`src/rtl/rtpd_pkg.sv`:
```
`timescale 1ns / 1ps
`default_nettype none

package rtpd_pkg;

    // Largest frame length the design supports, from the two-byte prefix.
    localparam int FRAME_LIMIT_DEF = 8192;

    // Smallest body that can hold a fixed RTP header.
    localparam logic [13:0] RTP_HDR_LEN = 14'd12;

    // Configuration register indexes.
    localparam logic [1:0] CFG_FILTER_EN  = 2'd0;
    localparam logic [1:0] CFG_FILTER_VAL = 2'd1;
    localparam logic [1:0] CFG_MAX_LEN    = 2'd2;

    // Reset value of the length limit register.
    localparam logic [13:0] MAX_LEN_RST = 14'd8192;

    // Input item kinds.
    localparam logic KIND_BYTE  = 1'b0;
    localparam logic KIND_RESET = 1'b1;

    // Byte roles on the result stream.
    localparam logic [1:0] ROLE_PREFIX  = 2'd0;
    localparam logic [1:0] ROLE_BODY    = 2'd1;
    localparam logic [1:0] ROLE_DISCARD = 2'd2;
    localparam logic [1:0] ROLE_RESET   = 2'd3;

    // Frame verdicts.
    localparam logic [2:0] VERD_NONE    = 3'd0;
    localparam logic [2:0] VERD_RTP     = 3'd1;
    localparam logic [2:0] VERD_DROPPED = 3'd2;
    localparam logic [2:0] VERD_RAW     = 3'd3;
    localparam logic [2:0] VERD_BAD_LEN = 3'd4;

    // Framing phase.
    typedef enum logic [1:0] {
        PH_LEN_HI,
        PH_LEN_LO,
        PH_BODY,
        PH_CLOSED
    } t_phase;

    // Configuration register set.
    typedef struct packed {
        logic        filter_en;
        logic [6:0]  filter_val;
        logic [13:0] max_len;
    } t_cfg;

    // Verdict fields of a completed frame.
    typedef struct packed {
        logic [2:0]  verdict;
        logic [12:0] payload_offset;
        logic [13:0] payload_length;
        logic [31:0] rtp_timestamp;
        logic [6:0]  rtp_pt;
    } t_verdict;

    // One result item.
    typedef struct packed {
        logic [7:0]  echo_byte;
        logic [1:0]  byte_role;
        logic [12:0] frame_position;
        logic        frame_end;
        t_verdict    vd;
    } t_result;

endpackage

`default_nettype wire

```
`src/rtl/rtpd_judge.sv`:
```
`timescale 1ns / 1ps
`default_nettype none

// Checks a completed frame body for a well-formed RTP header and derives
// the payload window.
module rtpd_judge
    import rtpd_pkg::*;
(
    input  wire logic [13:0] i_size,
    input  wire logic [7:0]  i_hdr0,
    input  wire logic [6:0]  i_type,
    input  wire logic [31:0] i_ts,
    input  wire logic [15:0] i_ext,
    input  wire logic [7:0]  i_last_byte,
    input  wire logic        i_filter_en,
    input  wire logic [6:0]  i_filter_val,
    output t_verdict         o_vd
);

    logic [18:0] off_fix;
    logic [18:0] off_ext_hdr;
    logic [18:0] off_ext;
    logic [18:0] off_sel;
    logic [18:0] size_w;
    logic [13:0] pay;
    logic [13:0] pay_pad;
    logic        ok_fix;
    logic        ok_ext;
    logic        ok_pad;
    logic        ok;

    // Fixed header plus CSRC list, then the optional extension.
    always_comb begin
        size_w      = {5'd0, i_size};
        off_fix     = 19'd12 + {13'd0, i_hdr0[3:0], 2'b00};
        off_ext_hdr = off_fix + 19'd4;
        off_ext     = off_ext_hdr + {1'b0, i_ext, 2'b00};
        ok_fix      = (i_size >= RTP_HDR_LEN) && (i_hdr0[7:6] == 2'd2) && (off_fix <= size_w);
        ok_ext      = !i_hdr0[4] || ((off_ext_hdr <= size_w) && (off_ext <= size_w));
        off_sel     = i_hdr0[4] ? off_ext : off_fix;
    end

    // Payload size, less the padding when the padding bit is set.
    always_comb begin
        pay     = i_size - off_sel[13:0];
        ok_pad  = !i_hdr0[5] || ((i_last_byte != 8'd0) && ({6'd0, i_last_byte} <= pay));
        pay_pad = i_hdr0[5] ? (pay - {6'd0, i_last_byte}) : pay;
        ok      = ok_fix && ok_ext && ok_pad && (pay_pad != 14'd0);
    end

    // Verdict fields; a body that fails a check is passed on raw.
    always_comb begin
        if (ok) begin
            o_vd.verdict        = (i_filter_en && (i_type != i_filter_val)) ?
                                  VERD_DROPPED : VERD_RTP;
            o_vd.payload_offset = off_sel[12:0];
            o_vd.payload_length = pay_pad;
            o_vd.rtp_timestamp  = i_ts;
            o_vd.rtp_pt         = i_type;
        end else begin
            o_vd.verdict        = VERD_RAW;
            o_vd.payload_offset = 13'd0;
            o_vd.payload_length = i_size;
            o_vd.rtp_timestamp  = 32'd0;
            o_vd.rtp_pt         = 7'd0;
        end
    end

endmodule

`default_nettype wire

```
`src/rtl/rtpd_parser.sv`:
```
`timescale 1ns / 1ps
`default_nettype none

// Framing state machine and header capture. The result for the item in the
// input register is formed combinationally; state advances on i_step.
module rtpd_parser
    import rtpd_pkg::*;
#(
    parameter int FRAME_LIMIT = FRAME_LIMIT_DEF
) (
    input  wire logic       i_clk,
    input  wire logic       i_rst_n,
    input  wire logic       i_step,
    input  wire logic       i_kind,
    input  wire logic [7:0] i_byte,
    input  wire t_cfg       i_cfg,
    output t_result         o_res
);

    localparam logic [15:0] LimitW = 16'(FRAME_LIMIT);

    t_phase      r_phase, n_phase;
    logic [13:0] r_frame_len, n_frame_len;
    logic [13:0] r_body_pos, n_body_pos;
    logic [7:0]  r_hdr0, n_hdr0;
    logic [6:0]  r_type, n_type;
    logic [31:0] r_ts, n_ts;
    logic [15:0] r_ext, n_ext;

    logic [15:0] len_word;
    logic [15:0] limit;
    logic        len_bad;
    logic [6:0]  ext_at;
    logic [14:0] pos_inc;
    logic        body_last;
    t_verdict    judge_vd;

    // Length prefix check against the smaller of register and design limit.
    always_comb begin
        len_word  = {r_frame_len[7:0], i_byte};
        limit     = ({2'b00, i_cfg.max_len} > LimitW) ? LimitW : {2'b00, i_cfg.max_len};
        len_bad   = (len_word == 16'd0) || (len_word > limit);
        ext_at    = 7'd14 + {3'd0, r_hdr0[3:0]} * 7'd4;
        pos_inc   = {1'b0, r_body_pos} + 15'd1;
        body_last = pos_inc >= {1'b0, r_frame_len};
    end

    // Next phase.
    always_comb begin
        n_phase = r_phase;
        if (i_kind == KIND_RESET) begin
            n_phase = PH_LEN_HI;
        end else begin
            case (r_phase)
                PH_LEN_HI: n_phase = PH_LEN_LO;
                PH_LEN_LO: n_phase = len_bad ? PH_CLOSED : PH_BODY;
                PH_BODY:   n_phase = body_last ? PH_LEN_HI : PH_BODY;
                PH_CLOSED: n_phase = PH_CLOSED;
                default:   n_phase = PH_LEN_HI;
            endcase
        end
    end

    // Next values of the length, position and captured header fields.
    always_comb begin
        n_frame_len = r_frame_len;
        n_body_pos  = r_body_pos;
        n_hdr0      = r_hdr0;
        n_type      = r_type;
        n_ts        = r_ts;
        n_ext       = r_ext;
        if (i_kind == KIND_RESET) begin
            n_frame_len = 14'd0;
            n_body_pos  = 14'd0;
            n_hdr0      = 8'd0;
            n_type      = 7'd0;
            n_ts        = 32'd0;
            n_ext       = 16'd0;
        end else begin
            case (r_phase)
                PH_LEN_HI: begin
                    n_frame_len = {6'd0, i_byte};
                end
                PH_LEN_LO: begin
                    if (len_bad) begin
                        n_frame_len = 14'd0;
                    end else begin
                        n_frame_len = len_word[13:0];
                        n_body_pos  = 14'd0;
                        n_hdr0      = 8'd0;
                        n_type      = 7'd0;
                        n_ts        = 32'd0;
                        n_ext       = 16'd0;
                    end
                end
                PH_BODY: begin
                    if (r_body_pos == 14'd0) begin
                        n_hdr0 = i_byte;
                    end else if (r_body_pos == 14'd1) begin
                        n_type = i_byte[6:0];
                    end else if ((r_body_pos >= 14'd4) && (r_body_pos <= 14'd7)) begin
                        n_ts = {r_ts[23:0], i_byte};
                    end
                    if (r_body_pos == {7'd0, ext_at}) begin
                        n_ext = {i_byte, 8'd0};
                    end else if (r_body_pos == ({7'd0, ext_at} + 14'd1)) begin
                        n_ext = {r_ext[15:8], i_byte};
                    end
                    if (body_last) begin
                        n_frame_len = 14'd0;
                        n_body_pos  = 14'd0;
                    end else begin
                        n_body_pos = pos_inc[13:0];
                    end
                end
                PH_CLOSED: begin
                    n_frame_len = r_frame_len;
                end
                default: begin
                    n_frame_len = r_frame_len;
                end
            endcase
        end
    end

    // Verdict of the frame that ends with this byte.
    rtpd_judge u_judge (
        .i_size       (r_frame_len),
        .i_hdr0       (n_hdr0),
        .i_type       (n_type),
        .i_ts         (n_ts),
        .i_ext        (n_ext),
        .i_last_byte  (i_byte),
        .i_filter_en  (i_cfg.filter_en),
        .i_filter_val (i_cfg.filter_val),
        .o_vd         (judge_vd)
    );

    // Result item.
    always_comb begin
        o_res                    = '0;
        o_res.vd.verdict         = VERD_NONE;
        if (i_kind == KIND_RESET) begin
            o_res.byte_role = ROLE_RESET;
        end else begin
            o_res.echo_byte = i_byte;
            case (r_phase)
                PH_LEN_HI: begin
                    o_res.byte_role = ROLE_PREFIX;
                end
                PH_LEN_LO: begin
                    o_res.byte_role = ROLE_PREFIX;
                    if (len_bad) begin
                        o_res.frame_end  = 1'b1;
                        o_res.vd.verdict = VERD_BAD_LEN;
                    end
                end
                PH_BODY: begin
                    o_res.byte_role      = ROLE_BODY;
                    o_res.frame_position = r_body_pos[12:0];
                    if (body_last) begin
                        o_res.frame_end = 1'b1;
                        o_res.vd        = judge_vd;
                    end
                end
                PH_CLOSED: begin
                    o_res.byte_role = ROLE_DISCARD;
                end
                default: begin
                    o_res.byte_role = ROLE_DISCARD;
                end
            endcase
        end
    end

    // State registers.
    always_ff @(posedge i_clk) begin
        if (!i_rst_n) begin
            r_phase     <= PH_LEN_HI;
            r_frame_len <= 14'd0;
            r_body_pos  <= 14'd0;
            r_hdr0      <= 8'd0;
            r_type      <= 7'd0;
            r_ts        <= 32'd0;
            r_ext       <= 16'd0;
        end else if (i_step) begin
            r_phase     <= n_phase;
            r_frame_len <= n_frame_len;
            r_body_pos  <= n_body_pos;
            r_hdr0      <= n_hdr0;
            r_type      <= n_type;
            r_ts        <= n_ts;
            r_ext       <= n_ext;
        end
    end

endmodule

`default_nettype wire

```
`src/rtl/rtp_over_tcp_deframer.sv`:
```
`timescale 1ns / 1ps
`default_nettype none

// Channel   Direction  Width          Content
// s_axis    in         8 + 1 user     stream byte, item kind in tuser
// m_axis    out        96 + 2 + last  echoed byte and frame verdict
// cfg       in         2 + 14         register index and write data
//
// One item is accepted per clock cycle while s_axis_tready is high; its result
// passes from the input register to the result register when the latter is free.
// Reset clears the framing state, valid flags and filter, and sets max_len to 8192.
// While m_axis_tready is low a valid result holds, and the input register still
// takes one more item, if it is empty, before s_axis_tready drops.
module rtp_over_tcp_deframer
    import rtpd_pkg::*;
#(
    parameter int FRAME_LIMIT = FRAME_LIMIT_DEF
) (
    input  wire logic        i_clk,
    input  wire logic        i_rst_n,
    input  wire logic        s_axis_tvalid,
    output logic             s_axis_tready,
    input  wire logic [7:0]  s_axis_tdata,   // [7:0] stream_byte
    input  wire logic        s_axis_tuser,   // [0] kind
    output logic             m_axis_tvalid,
    input  wire logic        m_axis_tready,
    // [7:0] echo_byte, [20:8] frame_position, [23:21] verdict,
    // [36:24] payload_offset, [50:37] payload_length, [82:51] rtp_timestamp,
    // [89:83] rtp_pt, [95:90] zero
    output logic [95:0]      m_axis_tdata,
    output logic [1:0]       m_axis_tuser,   // [1:0] byte_role
    output logic             m_axis_tlast,   // frame_end
    input  wire logic        i_cfg_valid,
    output logic             o_cfg_ready,
    input  wire logic [1:0]  i_cfg_index,
    input  wire logic [13:0] i_cfg_data
);

    t_cfg       r_cfg;
    logic       r_in_vld;
    logic       r_in_kind;
    logic [7:0] r_in_byte;
    logic       r_out_vld;
    t_result    r_out;
    logic       out_free;
    logic       step;
    t_result    res;

    // Configuration registers.
    assign o_cfg_ready = 1'b1;

    always_ff @(posedge i_clk) begin
        if (!i_rst_n) begin
            r_cfg.filter_en  <= 1'b0;
            r_cfg.filter_val <= 7'd0;
            r_cfg.max_len    <= MAX_LEN_RST;
        end else if (i_cfg_valid) begin
            case (i_cfg_index)
                CFG_FILTER_EN:  r_cfg.filter_en  <= i_cfg_data[0];
                CFG_FILTER_VAL: r_cfg.filter_val <= i_cfg_data[6:0];
                CFG_MAX_LEN:    r_cfg.max_len    <= i_cfg_data;
                default:        r_cfg            <= r_cfg;
            endcase
        end
    end

    // Handshake: the input register moves on when the result register is free.
    assign out_free      = !r_out_vld || m_axis_tready;
    assign step          = r_in_vld && out_free;
    assign s_axis_tready = !r_in_vld || out_free;

    always_ff @(posedge i_clk) begin
        if (!i_rst_n) begin
            r_in_vld <= 1'b0;
        end else if (s_axis_tready) begin
            r_in_vld <= s_axis_tvalid;
        end
    end

    always_ff @(posedge i_clk) begin
        if (s_axis_tready && s_axis_tvalid) begin
            r_in_kind <= s_axis_tuser;
            r_in_byte <= s_axis_tdata;
        end
    end

    rtpd_parser #(
        .FRAME_LIMIT (FRAME_LIMIT)
    ) u_parser (
        .i_clk   (i_clk),
        .i_rst_n (i_rst_n),
        .i_step  (step),
        .i_kind  (r_in_kind),
        .i_byte  (r_in_byte),
        .i_cfg   (r_cfg),
        .o_res   (res)
    );

    // Result register.
    always_ff @(posedge i_clk) begin
        if (!i_rst_n) begin
            r_out_vld <= 1'b0;
        end else if (step) begin
            r_out_vld <= 1'b1;
        end else if (m_axis_tready) begin
            r_out_vld <= 1'b0;
        end
    end

    always_ff @(posedge i_clk) begin
        if (step) begin
            r_out <= res;
        end
    end

    // Output packing.
    assign m_axis_tvalid = r_out_vld;
    assign m_axis_tuser  = r_out.byte_role;
    assign m_axis_tlast  = r_out.frame_end;
    assign m_axis_tdata  = {6'd0,
                            r_out.vd.rtp_pt,
                            r_out.vd.rtp_timestamp,
                            r_out.vd.payload_length,
                            r_out.vd.payload_offset,
                            r_out.vd.verdict,
                            r_out.frame_position,
                            r_out.echo_byte};

endmodule

`default_nettype wire
```
`config.mk`:
```
export PLATFORM = sky130hd
export DESIGN_NAME = rtp_over_tcp_deframer
export DESIGN_NICKNAME = d
export VERILOG_FILES = /design/src/rtl/rtpd_pkg.sv /design/src/rtl/rtpd_judge.sv /design/src/rtl/rtpd_parser.sv /design/src/rtl/rtp_over_tcp_deframer.sv
export SDC_FILE = /design/constraint.sdc
export NUM_CORES = 1
export LEC_CHECK = 0
export ABC_CLOCK_PERIOD_IN_PS = 8600
export CAP_MARGIN = 20
export CORE_ASPECT_RATIO = 1.5
export CORE_UTILIZATION = 55
export CTS_BUF_LIST = sky130_fd_sc_hd__clkbuf_4
export DETAILED_ROUTE_END_ITERATION = 12
export DONT_BUFFER_PORTS = 1
export GPL_ROUTABILITY_DRIVEN = 0
export PLACE_DENSITY = 0.76
export SYNTH_ARGS = -nofsm -noshare
export SYNTH_HDL_FRONTEND = slang
export SYNTH_SLANG_ARGS = --single-unit
```
`constraint.sdc`:
```
create_clock -name i_clk -period 8.6 [get_ports i_clk]
set_input_delay 1.29 -clock i_clk [delete_from_list [all_inputs] [get_ports i_clk]]
set_output_delay 1.29 -clock i_clk [all_outputs]
set_load 0.01 [all_outputs]
```
==> impl_metrics.json, run 1 <==
{
  "status": "complete, no violations",
  "crit_slowest_cell": "sky130_fd_sc_hd__edfxtp_1",
  "wl_um": 37200,
  "route.antenna.remaining_nets": 0,
  "post_route_cells_drive_above_1_share": 0.125,
  "dieArea_um2": 24600,
  "cts.path.max_buffers": 3,
  "core.rowCount": 69,
  "synthDominantAreaCellType": "sky130_fd_sc_hd__edfxtp_1",
  "sequentialPowerShare": 0.509,
  "layout.core_utilization": 0.603,
  "p_sw_w": 0.000589,
  "clkLatencyLatePin_ps": 710,
  "fmaxAchievable_ghz": 0.122,
  "startpoint_type": "flop",
  "fin_nets": 1556,
  "clk_pin_slew_ps": 70,
  "grt_usage": 0.305,
  "vias": 11100,
  "unrepaired_setup_endpoints_after_global_routing": "no",
  "worst_hold_path_type": "reg -> reg",
  "worst_slew_margin_rel": 0.293,
  "io_buffer_count": 0,
  "critPathArrivalTime_ps": 8670,
  "fin_tns_setup_ps": 0,
  "worst_ir_drop_vdd_mv": 0.0828,
  "effective_utilization_at_floorplan": 0.559,
  "postSynthCellCount": 1428,
  "detail_route.wl_per_cell_um": 20.6,
  "antenna_found_initial": 2,
  "drt-vias-per-instance": 6.14,
  "final.period_utilization": 0.956,
  "post-dp-hpwl_um": 26600,
  "clock-sinks": 217,
  "ys_seq_elements": 217,
  "vias_in_the_first_global_route": 10500,
  "setup_viol": 0,
  "internal-power_w": 0.00165,
  "pwr-share-clk": 0.404,
  "drt-initial-drc-count": 890,
  "final-max-slew-violation-count": 0,
  "grt_overflow": 0,
  "netlist.area_leader.share": 0.228,
  "cts-root-buf": "sky130_fd_sc_hd__clkbuf_4",
  "switching_share": 0.263,
  "drc": 0,
  "distinct_cell_type_count_after_synthesis": 94,
  "critPathMaxStageDelay_ps": 640,
  "die_w_um": 128,
  "syn_area_per_cell_um2": 9.22,
  "tritoncts": "done",
  "die_h_um": 191,
  "pin_count": 132,
  "synth-async-reset-ratio": 0,
  "numPlacedInstances": 1701,
  "layout.cells.non_filler": 1802,
  "cp-end-kind": "flop",
  "finalHoldViolCount": 0,
  "synth.yosys.warnings": 0,
  "edff_count_synth": 100,
  "grt_start_max_net_pins": 119,
  "power.static_leakage_nw": 5.12,
  "max_cap_violations": 0,
  "area_growth_pct": 8.05,
  "synthesis.area_um2": 13200,
  "min_period_ps": 8220,
  "synth-seq-area-share": 0.406,
  "fp.coreArea_um2": 23600,
  "p_comb_frac": 0.087,
  "synth-main-ff-cell": "sky130_fd_sc_hd__dfxtp_1",
  "ctsHtreeMaxLevel": 2,
  "worst-setup-path-type": "reg -> reg",
  "synth_common_cells": "sky130_fd_sc_hd__nand2_1 (170), sky130_fd_sc_hd__nor2_1 (127), sky130_fd_sc_hd__dfxtp_1 (117)",
  "cp.required_ps": 9050,
  "grt_first_pass_wirelength_um": 57100,
  "synth_most_common_cell": "sky130_fd_sc_hd__nand2_1",
  "timing_worst_slew_pin_value_ps": 1060,
  "crit_fanout": 16,
  "clock-skew-final_ps": 50.6,
  "synth_area_leaders": "sky130_fd_sc_hd__edfxtp_1 (23%), sky130_fd_sc_hd__dfxtp_1 (18%), sky130_fd_sc_hd__ha_1 (8.2%)",
  "pwr_density_cell_nw_per_um2": 157,
  "detailed_router_iteration_count_before_antenna_repair": 5,
  "numCtsBuffers": 53
}
[power by group through the flow]
stage / registers (W) / clock network (W) / logic (W)
5_1_grt: 0.00114 / 0.000972 / 0.000210
3_3_place_gp: 0.00116 / 0 / 0.000185
3_5_place_dp: 0.00116 / 0 / 0.000188
4_1_cts: 0.00114 / 0.000923 / 0.000190
2_1_floorplan: 0.00115 / 0 / 0.000150
6_report: 0.00114 / 0.000905 / 0.000195
[routing by layer]
| layer | GRT usage | vias to the layer above | wire length, µm |
|---|---|---|---|
| li1 | - | 5198 | - |
| met1 | 0.328 | 5211 | 13100 |
| met2 | 0.527 | 493 | 18600 |
| met3 | 0.0605 | 155 | 2740 |
| met4 | 0.229 | 0 | 2740 |
| met5 | 0 | - | 0 |
[final timing paths]
kind                            cells after the start                from                 end  slack (ps)
worst max-delay path                               31        r_in_byte[0]    m_axis_tdata[21]         380
worst min-delay path                                2  u_parser.r_type[0]  u_parser.r_type[0]         460
worst max register to register                     31        r_in_byte[0]    m_axis_tdata[21]         380
worst min register to register                      2  u_parser.r_type[0]  u_parser.r_type[0]         460
[layout make-up]
type                       instances  area [µm²]
sequential                       217        5350
multi-input combinational       1084        7310
tap                              319         399
inverter                          50         194
antenna                            2        5.00
clock inverter                    15        92.6
fill                            2066        9350
clock buffer                      84         631
timing repair buffer              31         245
[cell usage in the layout, fill, tap and decap left out, types with 8 or more instances in the layout]
cell                       instances
sky130_fd_sc_hd__nand2_1         170
sky130_fd_sc_hd__nor2_1          126
sky130_fd_sc_hd__dfxtp_1         117
sky130_fd_sc_hd__edfxtp_1        100
sky130_fd_sc_hd__ha_1             86
sky130_fd_sc_hd__clkbuf_4         84
sky130_fd_sc_hd__a22oi_1          76
sky130_fd_sc_hd__nor2b_1          73
sky130_fd_sc_hd__a21oi_1          52
sky130_fd_sc_hd__a21boi_0         51
sky130_fd_sc_hd__o21ai_0          49
sky130_fd_sc_hd__inv_1            47
sky130_fd_sc_hd__buf_4            30
sky130_fd_sc_hd__xnor2_1          26
sky130_fd_sc_hd__xor2_1           25
sky130_fd_sc_hd__nand3_1          23
sky130_fd_sc_hd__and3_1           23
sky130_fd_sc_hd__a21o_1           21
sky130_fd_sc_hd__and2_1           20
sky130_fd_sc_hd__nor3_1           16
sky130_fd_sc_hd__mux2i_1          16
sky130_fd_sc_hd__nor3b_1          14
sky130_fd_sc_hd__nand4_1          13
sky130_fd_sc_hd__nor4_1           11
sky130_fd_sc_hd__nand2b_1         10
sky130_fd_sc_hd__conb_1           10
sky130_fd_sc_hd__a211oi_1          9
sky130_fd_sc_hd__clkinv_1          9
sky130_fd_sc_hd__o21a_1            9
sky130_fd_sc_hd__or2_2             8
sky130_fd_sc_hd__or3b_2            8
sky130_fd_sc_hd__a211oi_2          8
[cell families (layout without fill, tap and decap cells)]
| kind of cell | after synthesis | after routing | synth area share |
|---|---|---|---|
| AO/OA/AOI/OAI | 360 | 360 | 0.197 |
| XOR/XNOR | 52 | 52 | 0.0356 |
| adder cells (fa/ha/maj) | 89 | 89 | 0.0863 |
| buffers and inverters | 135 | 180 | 0.0443 |
| flip-flops | 217 | 217 | 0.406 |
| multiplexers | 20 | 20 | 0.0159 |
| other | 2 | 12 | 0.000571 |
| AND/OR/NAND/NOR | 553 | 553 | 0.215 |
[what timing repair did]
| item | CTS | global route |
|---|---|---|
| hold buffers | 0 | 0 |
| setup buffers | 0 | 0 |
| resized for setup | 1 | 9 |
| setup endpoints to repair | 2 | 66 |
| pin swaps | 0 | 0 |
[critical path: cells and delay by family, from the launching register on]
family	cells	cell delay (ps)
xor gates and xnor gates	1	250
AOI/OAI and AO/OA	11	1960
muxes	1	190
and+or+nand+nor	12	3340
adders and majority gates	4	1310
DFF	1	640
buffers and inverters	2	240
[per-stage QoR]
stage	setup WS [ps]	instance area, µm²	total power [W]	hold slack [ps]
after floorplan	1230	13200	0.00130	441
after global routing	0.586	14200	0.00232	483
final	379	14200	0.00224	464
after detailed placement	57.8	13400	0.00135	456
after CTS	225	14200	0.00225	465
after global placement	239	13400	0.00135	451
[sequential cells by signal (all words and copies together), names as in the netlist, 2 cells and up]
register              flops
m_axis_tuser              2
u_parser.r_hdr0           8
r_cfg                    22
r_in_byte                 8
u_parser.r_body_pos      14
u_parser.r_phase          2
u_parser.r_type           7
u_parser.r_ts            32
u_parser.r_ext           16
u_parser.r_frame_len     14
m_axis_tdata             88
No activity file was read; power rests on OpenSTA's default activity.
==> run 2: changes to the inputs <==
--- a/config.mk
+++ b/config.mk
@@ -16,4 +16,5 @@
 export PLACE_DENSITY = 0.76
 export SYNTH_ARGS = -nofsm -noshare
 export SYNTH_HDL_FRONTEND = slang
+export SYNTH_HIERARCHICAL = 1
 export SYNTH_SLANG_ARGS = --single-unit
==> run 2 against run 1 <==
Against the previous run: sequential power is essentially flat; critical endpoint is now m_axis_tdata[46]; power shrank 3.4%; design area grew 3.6%; sequential share of layout area shrank 0.90 points; global-route usage shrank 2.1 points; critical path depth grew 7; clock-buffer cell count shrank 16; utilization grew 1.5 points; critical path type unchanged.
==> impl_metrics.json, run 2 <==
{
  "cp-end-kind": "flop",
  "switching_share": 0.276,
  "clkLatencyLatePin_ps": 720,
  "layout.cells.non_filler": 1763,
  "clock-skew-final_ps": 76.5,
  "fp.coreArea_um2": 23800,
  "critPathArrivalTime_ps": 8760,
  "area_growth_pct": 9.80,
  "vias": 11100,
  "hold_slack_ps": 479,
  "synth_most_common_cell": "sky130_fd_sc_hd__a22o_1",
  "pwr-share-clk": 0.375,
  "edff_count_synth": 102,
  "grt_overflow": 0,
  "power.static_leakage_nw": 6.00,
  "internal-power_w": 0.00157,
  "vias_in_the_first_global_route": 10600,
  "cts.path.max_buffers": 3,
  "grt_first_pass_wirelength_um": 55700,
  "ys_seq_elements": 219,
  "numCtsBuffers": 51,
  "worst_hold_path_type": "reg -> reg",
  "final.period_utilization": 0.970,
  "layout_commonest_cell": "sky130_fd_sc_hd__a22o_1",
  "postSynthCellCount": 1366,
  "cpMostUsedCell": "sky130_fd_sc_hd__ha_1",
  "max_cap_violations": 0,
  "min_period_ps": 8340,
  "numPlacedInstances": 1647,
  "tritoncts": "done",
  "p_sw_w": 0.000596,
  "cts-root-buf": "sky130_fd_sc_hd__clkbuf_4",
  "effective_utilization_at_floorplan": 0.563,
  "design_power_total_w": 0.00216,
  "startpoint_type": "flop",
  "clock-sinks": 219,
  "distinct_cell_type_count_after_synthesis": 89,
  "whs_path_depth": 1,
  "synth_area_leaders": "sky130_fd_sc_hd__edfxtp_1 (23%), sky130_fd_sc_hd__dfxtp_1 (17%), sky130_fd_sc_hd__ha_1 (8.1%)",
  "wl_um": 36000,
  "synthDominantAreaCellType": "sky130_fd_sc_hd__edfxtp_1",
  "detailed_router_iteration_count_before_antenna_repair": 7,
  "drc": 0,
  "synth_common_cells": "sky130_fd_sc_hd__a22o_1 (119), sky130_fd_sc_hd__dfxtp_1 (117), sky130_fd_sc_hd__edfxtp_1 (102)",
  "layout.core_utilization": 0.619,
  "dpl-instance-area_um2": 13700,
  "synth-main-ff-cell": "sky130_fd_sc_hd__dfxtp_1",
  "worst_ir_drop_vdd_mv": 0.101,
  "grt_start_max_net_pins": 71,
  "drt-vias-per-instance": 6.27,
  "finish.instance_area_um2": 14700,
  "status": "complete, no violations",
  "die_w_um": 130,
  "timing_worst_slew_pin_value_ps": 1060,
  "antenna_found_initial": 1,
  "dieArea_um2": 25000,
  "synth-seq-area-share": 0.403,
  "die_h_um": 193,
  "syn_area_per_cell_um2": 9.83,
  "crit_slowest_cell": "sky130_fd_sc_hd__or4_1",
  "worst_slew_margin_rel": 0.296,
  "detail_route.wl_per_cell_um": 20.4,
  "fmaxAchievable_ghz": 0.120,
  "pin_count": 132,
  "synth-async-reset-ratio": 0,
  "sequentialPowerShare": 0.528,
  "grt_usage": 0.284,
  "ctsHtreeMaxLevel": 2,
  "post-dp-hpwl_um": 25400,
  "cts_hold_buf": 0,
  "synth.yosys.warnings": 6,
  "p_comb_frac": 0.097,
  "critPathMaxStageDelay_ps": 460,
  "cp.required_ps": 9010,
  "core.rowCount": 69,
  "worst-setup-path-type": "reg -> reg",
  "io_buffer_count": 0,
  "drt-initial-drc-count": 929,
  "filler_cell_count": 2029,
  "pwr_density_cell_nw_per_um2": 147,
  "clk_pin_slew_ps": 70,
  "final-max-slew-violation-count": 0,
  "largest_register_ffs": 90,
  "fin_nets": 1520,
  "route.antenna.remaining_nets": 0,
  "final_cell_mix": "sky130_fd_sc_hd__a22o_1 (119), sky130_fd_sc_hd__dfxtp_1 (116), sky130_fd_sc_hd__edfxtp_1 (102)",
  "synthesis.area_um2": 13400,
  "setup_viol": 0,
  "netlist.area_leader.share": 0.228,
  "crit_fanout": 8,
  "post_route_cells_drive_above_1_share": 0.152,
  "ff2ff_path_depth": 38,
  "finalHoldViolCount": 0
}
==> run 2: area by class of cell <==
| class | count | area [µm²] | share of cell area |
|---|---|---|---|
| Timing Repair Buffer | 62 | 538 | 0.0365 |
| Clock buffer | 68 | 510 | 0.0346 |
| Antenna cell | 1 | 2.50 | 0.000170 |
| Sequential cell | 219 | 5410 | 0.367 |
| Tap cell | 319 | 399 | 0.0271 |
| Inverter | 82 | 312 | 0.0211 |
| Clock inverter | 28 | 124 | 0.00840 |
| Multi-Input combinational cell | 984 | 7450 | 0.505 |
==> run 2: critical path: cells and delay by family (launching register included) <==
family | cells | cell delay [ps]
AO/OA/AOI/OAI | 13 | 2760
adder cells (fa/ha/maj) | 5 | 1570
AND/OR/NAND/NOR | 9 | 1520
buffers and inverters | 6 | 930
XOR/XNOR | 4 | 790
flip-flops | 1 | 370
multiplexers | 1 | 130
==> run 2: kinds of logic after synthesis <==
| group | after synthesis | synth area share |
|---|---|---|
| and+or+nand+nor | 451 | 0.182 |
| AOI/OAI and AO/OA | 339 | 0.204 |
| DFF | 219 | 0.403 |
| buffers and inverters | 173 | 0.0592 |
| adders and majority gates | 90 | 0.0856 |
| xor gates and xnor gates | 53 | 0.0356 |
| muxes | 38 | 0.0299 |
| other | 3 | 0.000839 |
==> run 2: power groups by stage <==
| stage | combinational (W) | sequential (W) | clock (W) |
|---|---|---|---|
| 2_1_floorplan | 0.000151 | 0.00116 | 0 |
| 3_5_place_dp | 0.000197 | 0.00117 | 0 |
| 5_1_grt | 0.000228 | 0.00115 | 0.000878 |
| 4_1_cts | 0.000200 | 0.00114 | 0.000830 |
| 6_report | 0.000210 | 0.00114 | 0.000811 |
| 3_3_place_gp | 0.000193 | 0.00117 | 0 |
==> run 2: path summary, 6_finish.rpt <==
path | slack [ps] | endpoint | start
max reg2reg | 260 | m_axis_tdata[46] | r_cfg[13]
min | 480 | u_parser/r_ts[24] | u_parser/r_ts[24]
min reg2reg | 480 | u_parser/r_ts[24] | u_parser/r_ts[24]
max | 260 | m_axis_tdata[46] | r_cfg[13]
==> run 2: through the flow <==
| step | setup slack [ps] | setup TNS (ps) |
|---|---|---|
| after floorplan | 490 | 0 |
| after global placement | 123 | 0 |
| after detailed placement | -116 | -4710 |
| after CTS | 17.3 | 0 |
| after global routing | -119 | -4310 |
| final | 255 | 0 |
==> run 2: per-layer routing <==
metal	global-route usage	share of wire	vias to the layer above
met5	0	0	-
met2	0.478	0.50	432
met4	0.177	0.061	0
li1	-	-	5152
met3	0.0564	0.060	137
met1	0.326	0.38	5336
==> run 2: timing repair <==
action | in CTS | in global routing
gates resized for setup | 4 | 28
setup endpoints to repair | 62 | 66
pin swaps | 3 | 20
gates cloned | 0 | 5
setup buffers | 3 | 11
==> run 3: changes to the inputs <==
--- a/config.mk
+++ b/config.mk
@@ -5,7 +5,7 @@
 export SDC_FILE = /design/constraint.sdc
 export NUM_CORES = 1
 export LEC_CHECK = 0
-export ABC_CLOCK_PERIOD_IN_PS = 8600
+export ABC_CLOCK_PERIOD_IN_PS = 10480
 export CAP_MARGIN = 20
 export CORE_ASPECT_RATIO = 1.5
 export CORE_UTILIZATION = 55
==> constraint.sdc (replaced) <==
create_clock -name i_clk -period 10.48 [get_ports i_clk]
set_input_delay 1.572 -clock i_clk [delete_from_list [all_inputs] [get_ports i_clk]]
set_output_delay 1.572 -clock i_clk [all_outputs]
set_load 0.01 [all_outputs]
==> run 3 against run 2 <==
Against the previous run: non-clock buffer count down 44; largest power group unchanged; design area down 3.7%; clock-buffer cell count up 3; via count down 2.4%; clock skew down 34 ps; highest routed layer unchanged.
==> impl_metrics.json, run 3 (synthesized netlist as in run 2, its figures left out) <==
{
  "dieArea_um2": 25000,
  "max_cap_violations": 0,
  "clkLatencyLatePin_ps": 710,
  "pwr_density_cell_nw_per_um2": 126,
  "ctsHtreeMaxLevel": 2,
  "post-dp-hpwl_um": 24500,
  "cp_bufs_invs": 4,
  "largest_register_ffs": 90,
  "crit_fanout": 54,
  "grt_first_pass_wirelength_um": 54100,
  "final.period_utilization": 0.896,
  "clock-skew-final_ps": 43.0,
  "grt_usage": 0.275,
  "cts_post_setup_buffers_inserted": 0,
  "core.rowCount": 69,
  "finalHoldViolCount": 0,
  "cts-root-buf": "sky130_fd_sc_hd__clkbuf_4",
  "fin_nets": 1474,
  "final_cell_mix": "sky130_fd_sc_hd__a22o_1 (119), sky130_fd_sc_hd__dfxtp_1 (117), sky130_fd_sc_hd__edfxtp_1 (102)",
  "detailed_router_iteration_count_before_antenna_repair": 5,
  "layout.cells.non_filler": 1716,
  "hold_slack_ps": 474,
  "fp.coreArea_um2": 23800,
  "final-max-slew-violation-count": 0,
  "design_power_total_w": 0.00179,
  "worst_r2r_startpoint": "r_cfg[6]",
  "cts_hold_buf": 0,
  "clock-sinks": 219,
  "io_buffer_count": 0,
  "worst_slew_margin_rel": 0.258,
  "vias": 10800,
  "crit_start": "r_cfg[6]",
  "worst_ir_drop_vdd_mv": 0.0843,
  "worst-setup-path-type": "reg -> reg",
  "cts.path.max_buffers": 3,
  "numCtsBuffers": 50,
  "tritoncts": "done",
  "critPathArrivalTime_ps": 9830,
  "worst_hold_path_type": "reg -> reg",
  "route.antenna.remaining_nets": 0,
  "clk_pin_slew_ps": 60,
  "drc": 0,
  "filler_cell_count": 2058,
  "cp_top_family": "compound AO/OA/AOI/OAI gates",
  "die_h_um": 193,
  "unrepaired_setup_endpoints_after_global_routing": "no",
  "pin_count": 132,
  "startpoint_type": "flop",
  "numPlacedInstances": 1621,
  "power.static_leakage_nw": 5.74,
  "cp-end-kind": "flop",
  "post_route_cells_drive_above_1_share": 0.106,
  "antenna_found_initial": 1,
  "layout_commonest_cell": "sky130_fd_sc_hd__a22o_1",
  "min_period_ps": 9390,
  "fin_tns_setup_ps": 0,
  "cp.required_ps": 10920,
  "area_growth_pct": 5.73,
  "vias_in_the_first_global_route": 10400,
  "drt-vias-per-instance": 6.29,
  "cts-resized-gates": 0,
  "grt_start_max_net_pins": 72,
  "timing_worst_slew_pin_value_ps": 1110,
  "critPathMaxStageDelay_ps": 590,
  "drt-initial-drc-count": 1042,
  "cpMostUsedCell": "sky130_fd_sc_hd__ha_1",
  "die_w_um": 130,
  "effective_utilization_at_floorplan": 0.563,
  "hold_start": "r_cfg[7]",
  "detail_route.wl_per_cell_um": 20.0,
  "crit_slowest_cell": "sky130_fd_sc_hd__o31ai_1",
  "fmaxAchievable_ghz": 0.107,
  "grt_overflow": 0,
  "wl_um": 34300,
  "setup_viol": 0,
  "status": "complete, no violations"
}
[run 3: routing by layer]
layer	vias up	wire length [µm]	track usage
met5	-	0	0
met4	0	1990	0.168
met3	131	2100	0.0512
met2	448	16600	0.462
met1	5158	13600	0.322
li1	5055	-	-
[run 3: worst reg2reg max path, delay by kind of cell, from the launching register on]
family	cells	cell delay, ps
buffers and inverters	4	610
DFF	1	320
AOI/OAI and AO/OA	13	3370
muxes	1	370
xor gates and xnor gates	4	1000
and+or+nand+nor	7	1640
adders and majority gates	5	1850
[run 3: power breakdown]
| part | total (W) | internal [W] | switching (W) |
|---|---|---|---|
| Sequential | 0.000939 | 0.000916 | 0.0000226 |
| Combinational | 0.000158 | 0.0000510 | 0.000107 |
| Clock | 0.000691 | 0.000342 | 0.000348 |
| Total | 0.00179 | 0.00131 | 0.000478 |
[run 3: final timing paths]
check                                        end  slack [ps]  cells after the start
worst min register to register          r_cfg[7]         470                      2
worst max-delay path            m_axis_tdata[43]        1090                     34
worst min-delay path                    r_cfg[7]         470                      2
worst max register to register  m_axis_tdata[43]        1090                     34
[run 3: per-stage QoR]
| step | area (µm²) | util | setup slack (ps) |
|---|---|---|---|
| final | 14200 | 0.596 | 1090 |
| after global routing | 14200 | 0.596 | 527 |
| after CTS | 14200 | 0.596 | 1240 |
| after detailed placement | 13500 | 0.568 | 1270 |
| after global placement | 13500 | 0.568 | 1540 |
| after floorplan | 13500 | - | 2370 |
[run 3: area by class of cell]
| cell class | count | area, µm² | share of cell area |
|---|---|---|---|
| clock inverters | 23 | 129 | 0.00908 |
| diodes | 1 | 2.50 | 0.000176 |
| flip-flops and latches | 219 | 5410 | 0.381 |
| clock buffers | 71 | 533 | 0.0376 |
| multi-input cells | 983 | 7280 | 0.513 |
| inverters | 82 | 308 | 0.0217 |
| well taps | 319 | 399 | 0.0281 |
| repair buffers | 18 | 135 | 0.00952 |
